**config.mk**
```make
export PLATFORM = sky130hd
export DESIGN_NAME = mtcs_seq
export DESIGN_NICKNAME = d
export VERILOG_FILES = /design/src/rtl/core/mtcs_pkg.sv /design/src/rtl/core/mtcs_seq.sv
export VERILOG_INCLUDE_DIRS = /design/src /design/src/rtl/core
export SDC_FILE = /design/constraint.sdc
export NUM_CORES = 1
export LEC_CHECK = 0
export BUFFER_PORTS_ARGS = -buffer_cell sky130_fd_sc_hd__clkbuf_2
export CAP_MARGIN = 20
export CORE_MARGIN = 5
export CORE_UTILIZATION = 58
export DETAILED_ROUTE_END_ITERATION = 6
export PLACE_DENSITY = 0.9
export RECOVER_POWER = 25
export SLEW_MARGIN = 20
export SYNTH_ARGS = -nofsm -noshare
export SYNTH_HDL_FRONTEND = slang
export SYNTH_SLANG_ARGS = --single-unit
```
**constraint.sdc**
```tcl
create_clock -name clk -period 3.8 [get_ports clk]
set_input_delay 0 -clock clk [delete_from_list [all_inputs] [get_ports clk]]
set_output_delay 0 -clock clk [all_outputs]
set_load 0.02 [all_outputs]
```
**src/rtl/core/missing_two_by_cyclic_sort_assert.svh**
```systemverilog
// Assertion macros for the two-missing-number finder.
// Included by the modules that check their own control logic; needs clk and rst in scope.
`ifndef MISSING_TWO_BY_CYCLIC_SORT_ASSERT_SVH
`define MISSING_TWO_BY_CYCLIC_SORT_ASSERT_SVH
`ifndef NO_ASSERTIONS
`define MTCS_ASSERT(label, prop, msg) \
  label: assert property (@(posedge clk) disable iff (rst) (prop)) else $error(msg);
`define MTCS_ASSERT_NEXT(label, ante, cons, msg) \
  label: assert property (@(posedge clk) disable iff (rst) (ante) |=> (cons)) else $error(msg);
`else
`define MTCS_ASSERT(label, prop, msg)
`define MTCS_ASSERT_NEXT(label, ante, cons, msg)
`endif
`endif

```
**src/rtl/core/mtcs_pkg.sv**
```systemverilog
// Shared constants, types and helpers of the two-missing-number finder.
// Used by the top level and mtcs_seq under rtl/core; depends on nothing.
package mtcs_pkg;

  localparam int MAX_TOTAL = 1024;
  localparam int ADDR_W    = $clog2(MAX_TOTAL);
  localparam int VAL_W     = 11;
  localparam int CODE_W    = 2;

  localparam logic [CODE_W-1:0] ERR_NONE  = 2'd0;
  localparam logic [CODE_W-1:0] ERR_RANGE = 2'd1;
  localparam logic [CODE_W-1:0] ERR_DUP   = 2'd2;

  typedef struct packed {
    logic              we;
    logic [ADDR_W-1:0] addr;
    logic [VAL_W-1:0]  wdata;
  } mem_req_t;

  typedef struct packed {
    logic             done;
    logic             dup;
    logic [VAL_W-1:0] lo;
    logic [VAL_W-1:0] hi;
  } seq_res_t;

  // The configured total clamped to the supported range.
  function automatic logic [VAL_W-1:0] eff_total(input logic [VAL_W-1:0] total);
    logic [VAL_W-1:0] n;
    n = total;
    if (total < VAL_W'(3)) begin
      n = VAL_W'(3);
    end else if (total > VAL_W'(MAX_TOTAL)) begin
      n = VAL_W'(MAX_TOTAL);
    end
    return n;
  endfunction

endpackage

```
**src/rtl/core/mtcs_seq.sv**
```systemverilog
// Sequencer for the in-place cyclic sort and the missing-slot scan over the value store.
// Depends on mtcs_pkg and the assertion macro header.
`include "missing_two_by_cyclic_sort_assert.svh"
module mtcs_seq (
  input  logic                     clk,
  input  logic                     rst,
  input  logic                     start,
  input  logic                     ack,
  input  logic [mtcs_pkg::VAL_W-1:0] n,
  input  logic [mtcs_pkg::VAL_W-1:0] set_size,
  input  logic [mtcs_pkg::VAL_W-1:0] rdata,
  output mtcs_pkg::mem_req_t       mem_req,
  output mtcs_pkg::seq_res_t       res,
  output logic                     busy
);

  localparam logic [3:0] S_IDLE     = 4'd0;
  localparam logic [3:0] S_SORT_RD  = 4'd1;
  localparam logic [3:0] S_SORT_CUR = 4'd2;
  localparam logic [3:0] S_SORT_CHK = 4'd3;
  localparam logic [3:0] S_SORT_TGT = 4'd4;
  localparam logic [3:0] S_SORT_SWB = 4'd5;
  localparam logic [3:0] S_SCAN_RD  = 4'd6;
  localparam logic [3:0] S_SCAN_CHK = 4'd7;
  localparam logic [3:0] S_TAIL_A   = 4'd8;
  localparam logic [3:0] S_TAIL_B   = 4'd9;
  localparam logic [3:0] S_DONE     = 4'd10;

  logic [3:0]                   state;
  logic [mtcs_pkg::VAL_W-1:0]   idx;
  logic [mtcs_pkg::VAL_W-1:0]   cur;
  logic [mtcs_pkg::VAL_W-1:0]   tmp;
  logic                         dup;
  logic                         seen_a;
  logic                         seen_b;
  logic                         have_lo;
  logic                         have_hi;
  logic [mtcs_pkg::VAL_W-1:0]   lo;
  logic [mtcs_pkg::VAL_W-1:0]   hi;
  logic [mtcs_pkg::VAL_W-1:0]   idx_inc;
  logic [mtcs_pkg::VAL_W-1:0]   cur_dec;
  logic                         placeable;
  logic                         rec_en;
  logic [mtcs_pkg::VAL_W-1:0]   rec_val;

  assign idx_inc   = idx + mtcs_pkg::VAL_W'(1);
  assign cur_dec   = cur - mtcs_pkg::VAL_W'(1);
  assign placeable = (cur != '0) && (cur <= set_size) && (cur != idx_inc);

  always_comb begin
    mem_req.we    = 1'b0;
    mem_req.addr  = idx[mtcs_pkg::ADDR_W-1:0];
    mem_req.wdata = cur;
    rec_en        = 1'b0;
    rec_val       = idx_inc;
    unique case (state)
      S_SORT_CHK: begin
        mem_req.addr = cur_dec[mtcs_pkg::ADDR_W-1:0];
      end
      S_SORT_TGT: begin
        mem_req.addr = cur_dec[mtcs_pkg::ADDR_W-1:0];
        mem_req.we   = (rdata != cur);
      end
      S_SORT_SWB: begin
        mem_req.we    = 1'b1;
        mem_req.wdata = tmp;
      end
      S_SCAN_CHK: begin
        rec_en = (rdata != idx_inc);
      end
      S_TAIL_A: begin
        rec_en  = !seen_a;
        rec_val = n - mtcs_pkg::VAL_W'(1);
      end
      S_TAIL_B: begin
        rec_en  = !seen_b;
        rec_val = n;
      end
      default: begin
      end
    endcase
  end

  always_ff @(posedge clk) begin
    if (rst) begin
      state   <= S_IDLE;
      have_lo <= 1'b0;
      have_hi <= 1'b0;
      dup     <= 1'b0;
      seen_a  <= 1'b0;
      seen_b  <= 1'b0;
    end else begin
      if (rec_en) begin
        if (!have_lo) begin
          lo      <= rec_val;
          have_lo <= 1'b1;
        end else if (!have_hi) begin
          hi      <= rec_val;
          have_hi <= 1'b1;
        end
      end
      unique case (state)
        S_IDLE: begin
          if (start) begin
            idx     <= '0;
            dup     <= 1'b0;
            seen_a  <= 1'b0;
            seen_b  <= 1'b0;
            have_lo <= 1'b0;
            have_hi <= 1'b0;
            lo      <= '0;
            hi      <= '0;
            state   <= S_SORT_RD;
          end
        end
        S_SORT_RD: begin
          if (idx >= set_size) begin
            idx   <= '0;
            state <= S_SCAN_RD;
          end else begin
            state <= S_SORT_CUR;
          end
        end
        S_SORT_CUR: begin
          cur   <= rdata;
          state <= S_SORT_CHK;
        end
        S_SORT_CHK: begin
          if (placeable) begin
            state <= S_SORT_TGT;
          end else begin
            idx   <= idx_inc;
            state <= S_SORT_RD;
          end
        end
        S_SORT_TGT: begin
          if (rdata == cur) begin
            dup   <= 1'b1;
            idx   <= idx_inc;
            state <= S_SORT_RD;
          end else begin
            tmp   <= rdata;
            state <= S_SORT_SWB;
          end
        end
        S_SORT_SWB: begin
          cur   <= tmp;
          state <= S_SORT_CHK;
        end
        S_SCAN_RD: begin
          if (idx >= set_size) begin
            state <= S_TAIL_A;
          end else begin
            state <= S_SCAN_CHK;
          end
        end
        S_SCAN_CHK: begin
          if (rdata == n - mtcs_pkg::VAL_W'(1)) begin
            if (seen_a) begin
              dup <= 1'b1;
            end
            seen_a <= 1'b1;
          end
          if (rdata == n) begin
            if (seen_b) begin
              dup <= 1'b1;
            end
            seen_b <= 1'b1;
          end
          idx   <= idx_inc;
          state <= S_SCAN_RD;
        end
        S_TAIL_A: begin
          state <= S_TAIL_B;
        end
        S_TAIL_B: begin
          state <= S_DONE;
        end
        S_DONE: begin
          if (ack) begin
            state <= S_IDLE;
          end
        end
        default: begin
          state <= S_IDLE;
        end
      endcase
    end
  end

  assign busy     = (state != S_IDLE);
  assign res.done = (state == S_DONE);
  assign res.dup  = dup;
  assign res.lo   = lo;
  assign res.hi   = hi;

  `MTCS_ASSERT(a_hi_after_lo, !have_hi || (have_lo && (lo < hi)), "missing values out of order")
  `MTCS_ASSERT(a_write_only_swap, !mem_req.we || (state == S_SORT_TGT) || (state == S_SORT_SWB), "store written outside a swap")
  `MTCS_ASSERT(a_swap_nonzero, (state != S_SORT_TGT) || (cur != '0), "zero value taken for placement")

endmodule

```
==> results.md <==
* Outcome: completed
* Crit path largest cell delay at 0.82 ns
* Fin. max-slew vios at 0
* Clk sink count at 64
* CP Max Fanout at 11
* Max IR drop VDD at 0.388 mV
* Critical path required time at 3.86 ns
* Critical path launch point type: flop
* Core box area at 9200 µm²
* Multi-input gate area at 3250 µm²
* Clock share of power at 18.3%
* Top Family by Delay on Critical Path: simple AND/OR/NAND/NOR gates
* Initial cell density of the core at 59.2%
* Total number of vias at 5054
* Io pins at 84
* Final hold vios at 0
* Total track usage at 27.8%
* # hold bufs at CTS at 7
* Antenna fix cells at 0
* Leading area contributor after synthesis: edfxtp_1
* Remaining global-route overflow at 0
* Layout cells sized above 1 at 12.6%
* Chip height at 107 µm
* Max Cap Viol at 0
* Post-synthesis cell count at 632
* Fin area at 6000 µm²
* FP Rows at 35
* RSZ-0062 raised after global routing: false
* Comb pwr share at 43.6%
* Die ar. at 11400 µm²
* Synth Register Bits at 64
* Yosys warning count at 0
* Post-CTS setup buffers at 0
* Critical Path AT at 3.38 ns
* Die Wd at 107 µm
* First-pass GRT wire length at 24900 µm
* CTS Buf Count at 9
* Placer Congestion at 0.969
* Main synth FF type: edfxtp_1
* Post_cts resized at 0
* Final core utilization at 65.2%
* Endpoints failing setup at 0
* Largest net degree at the start of global routing at 31
* Clk Latency, worst-skew pair at 0.35 ns
* Synth area leaders: edfxtp_1 (30%), nand2_1 (7.2%), xnor2_1 (6.6%)
* Critical path class: reg -> reg
* Pwr/cell area at 483 nW/µm²
* Dpl cell area at 5800 µm²
* Worst Path Buf+Inv at 0
* Skew final at 0.0113 ns
* Final nets at 749
* Slew @ Worst Pin at 1.07 ns
* Post-DP HPWL at 11700 µm
* Post-synth EDFFs at 55
* Via density at 6.29
* Worst hold slack at 0.00654 ns
* Clk buf depth at 2
* Crit end category: flop
* Area Growth Syn to Fin at 10.2%
* Slowest cell on crit path: nor3_2
* Netlist cell types at 67
* DRC errors left at 0
* Internal power at 1620 µW
* # fillers at 757
* Average wire per cell in the routed design at 19.6 µm
* Period utilisation layout at 87.4%
* Flop pwr share at 38.0%
* H-tree lvl count at 3
* Post-synth top area share at 30.3%
* Vias in the first global route at 4882
* First DRT Iteration DRCs at 536
* Sequential cell area at 1830 µm²
* Fmax at 301 MHz
* Setup TNS at 0 ns
* Cell leakage power at 0.00232 µW
* Synthesized area at 5440 µm²
* P_sw at 1280 µW
* Final WL at 15700 µm
* Slew headroom at 28.4%
* CTS tree: yes
* Root buffer cell: clkbuf_8
* Syn_area_per_cell at 8.61 µm²
* Sw frac at 44.2%
* TritonRoute pass-1 iters at 5
* Hold/Removal Path Class: in -> reg
* Initial antenna violation count at 0
* Crit path cell chain: ha_1 > and4_4 > and2_1 > a22oi_1 > o21ai_0 > a211oi_4 > nor3_2 > mux2i_1
* Register area share after synthesis at 33.6%
* Syn nets at 694
* IO Port Bufs at 83
* Routed Antenna Nets at 0
* Clk slew on worst S/H paths at 0.08 ns
* Tmin final at 3.32 ns
* Async set-or-reset flop fraction in the synthesized netlist at 0%
==> path summary, 6_finish.rpt <==
kind | from | end | slack (ns) | cells past startpoint
setup / recovery | idx[0]$_SDFFCE_PN0P_ | lo[10]$_DFFE_PN_ | 0.48 | 8
hold / removal | ack | state[1]$_SDFFE_PP0P_ | 0.007 | 4
setup reg to reg | idx[0]$_SDFFCE_PN0P_ | lo[10]$_DFFE_PN_ | 0.48 | 8
hold reg to reg | seen_a$_SDFFE_PP0P_ | seen_a$_SDFFE_PP0P_ | 0.49 | 2
==> area by class of cell <==
class,instances,area share [%]
inverters,29,1.81
clock inverters,7,0.793
flip-flops and latches,64,30.5
clock buffers,9,2.07
repair buffers,97,8.24
multi-input cells,486,54.2
well taps,111,2.32
==> power groups by stage <==
| stage | Sequential, µW | Combinational (µW) | Clock (µW) |
|---|---|---|---|
| after floorplan | 1010 | 969 | 0 |
| after CTS | 1100 | 1270 | 530 |
| after global placement | 1100 | 1230 | 0 |
| final | 1100 | 1270 | 531 |
| after detailed placement | 1110 | 1250 | 0 |
| after global routing | 1120 | 1380 | 564 |
==> cells by family after synthesis <==
group / count (synthesis) / synth area share [%]
and+or+nand+nor: 258 / 23.5
AOI/OAI and AO/OA: 108 / 13.2
buffers and inverters: 82 / 6.60
xor gates and xnor gates: 68 / 12.4
DFF: 64 / 33.6
muxes: 27 / 4.96
adders and majority gates: 25 / 5.75
==> stage by stage <==
stage / total power (µW) / worst slack [ns] / cells
final: 2900 / 0.479 / 803
after detailed placement: 2360 / 0.475 / 780
after CTS: 2890 / 0.450 / 803
after global placement: 2330 / 0.669 / 780
after global routing: 3060 / 0.234 / 803
after floorplan: 1980 / 0.688 / 632
==> flip-flops by register name (all words and copies together), names as in the netlist, 4 cells and up <==
| register | count |
|---|---|
| hi | 11 |
| idx | 11 |
| cur | 11 |
| lo | 11 |
| tmp | 11 |
| state | 4 |
==> cells in the mapped netlist (13+ instances only) <==
| master | number |
|---|---|
| nand2_1 | 104 |
| edfxtp_1 | 55 |
| nor2_1 | 52 |
| xnor2_1 | 41 |
| a21oi_1 | 33 |
| clkbuf_1 | 33 |
| inv_1 | 29 |
| mux2i_1 | 27 |
| ha_1 | 25 |
| o21ai_0 | 21 |
| xor2_1 | 21 |
| nand3_1 | 20 |
| nor3_1 | 15 |
| nand4_1 | 13 |
==> layer usage <==
| layer | GRT usage (%) | wire [µm] | vias to the layer above |
|---|---|---|---|
| met5 | 0 | 0 | - |
| met4 | 14.6 | 796 | 0 |
| met3 | 3.91 | 1390 | 63 |
| met2 | 46.0 | 7530 | 308 |
| met1 | 35.3 | 6030 | 2347 |
| li1 | - | - | 2336 |
==> layout by cell type, fill, tap and decap left out, types with 6 or more instances in the layout <==
master	Yosys	routed
o21ai_0	21	21
o211ai_1	12	12
edfxtp_1	55	55
nand3_1	20	20
clkbuf_8	0	9
a31oi_1	6	6
inv_1	29	29
nor4_1	6	6
xor2_1	21	21
dlygate4sd3_1	0	7
nand4_1	13	13
nand2b_1	8	8
nor3_1	15	15
clkbuf_2	0	48
a21oi_1	33	33
dfxtp_1	9	9
clkbuf_1	33	35
nor2_1	52	52
nand2_1	104	104
or3_1	7	7
mux2i_1	27	27
xnor2_1	41	41
buf_4	4	7
ha_1	25	25
==> worst min-delay path: cells and delay by family <==
family	cells	cell delay [ns]
buffers and inverters	1	0.09
AND/OR/NAND/NOR	1	0.05
AO/OA/AOI/OAI	2	0.17
(Power assumes the default switching activity.)
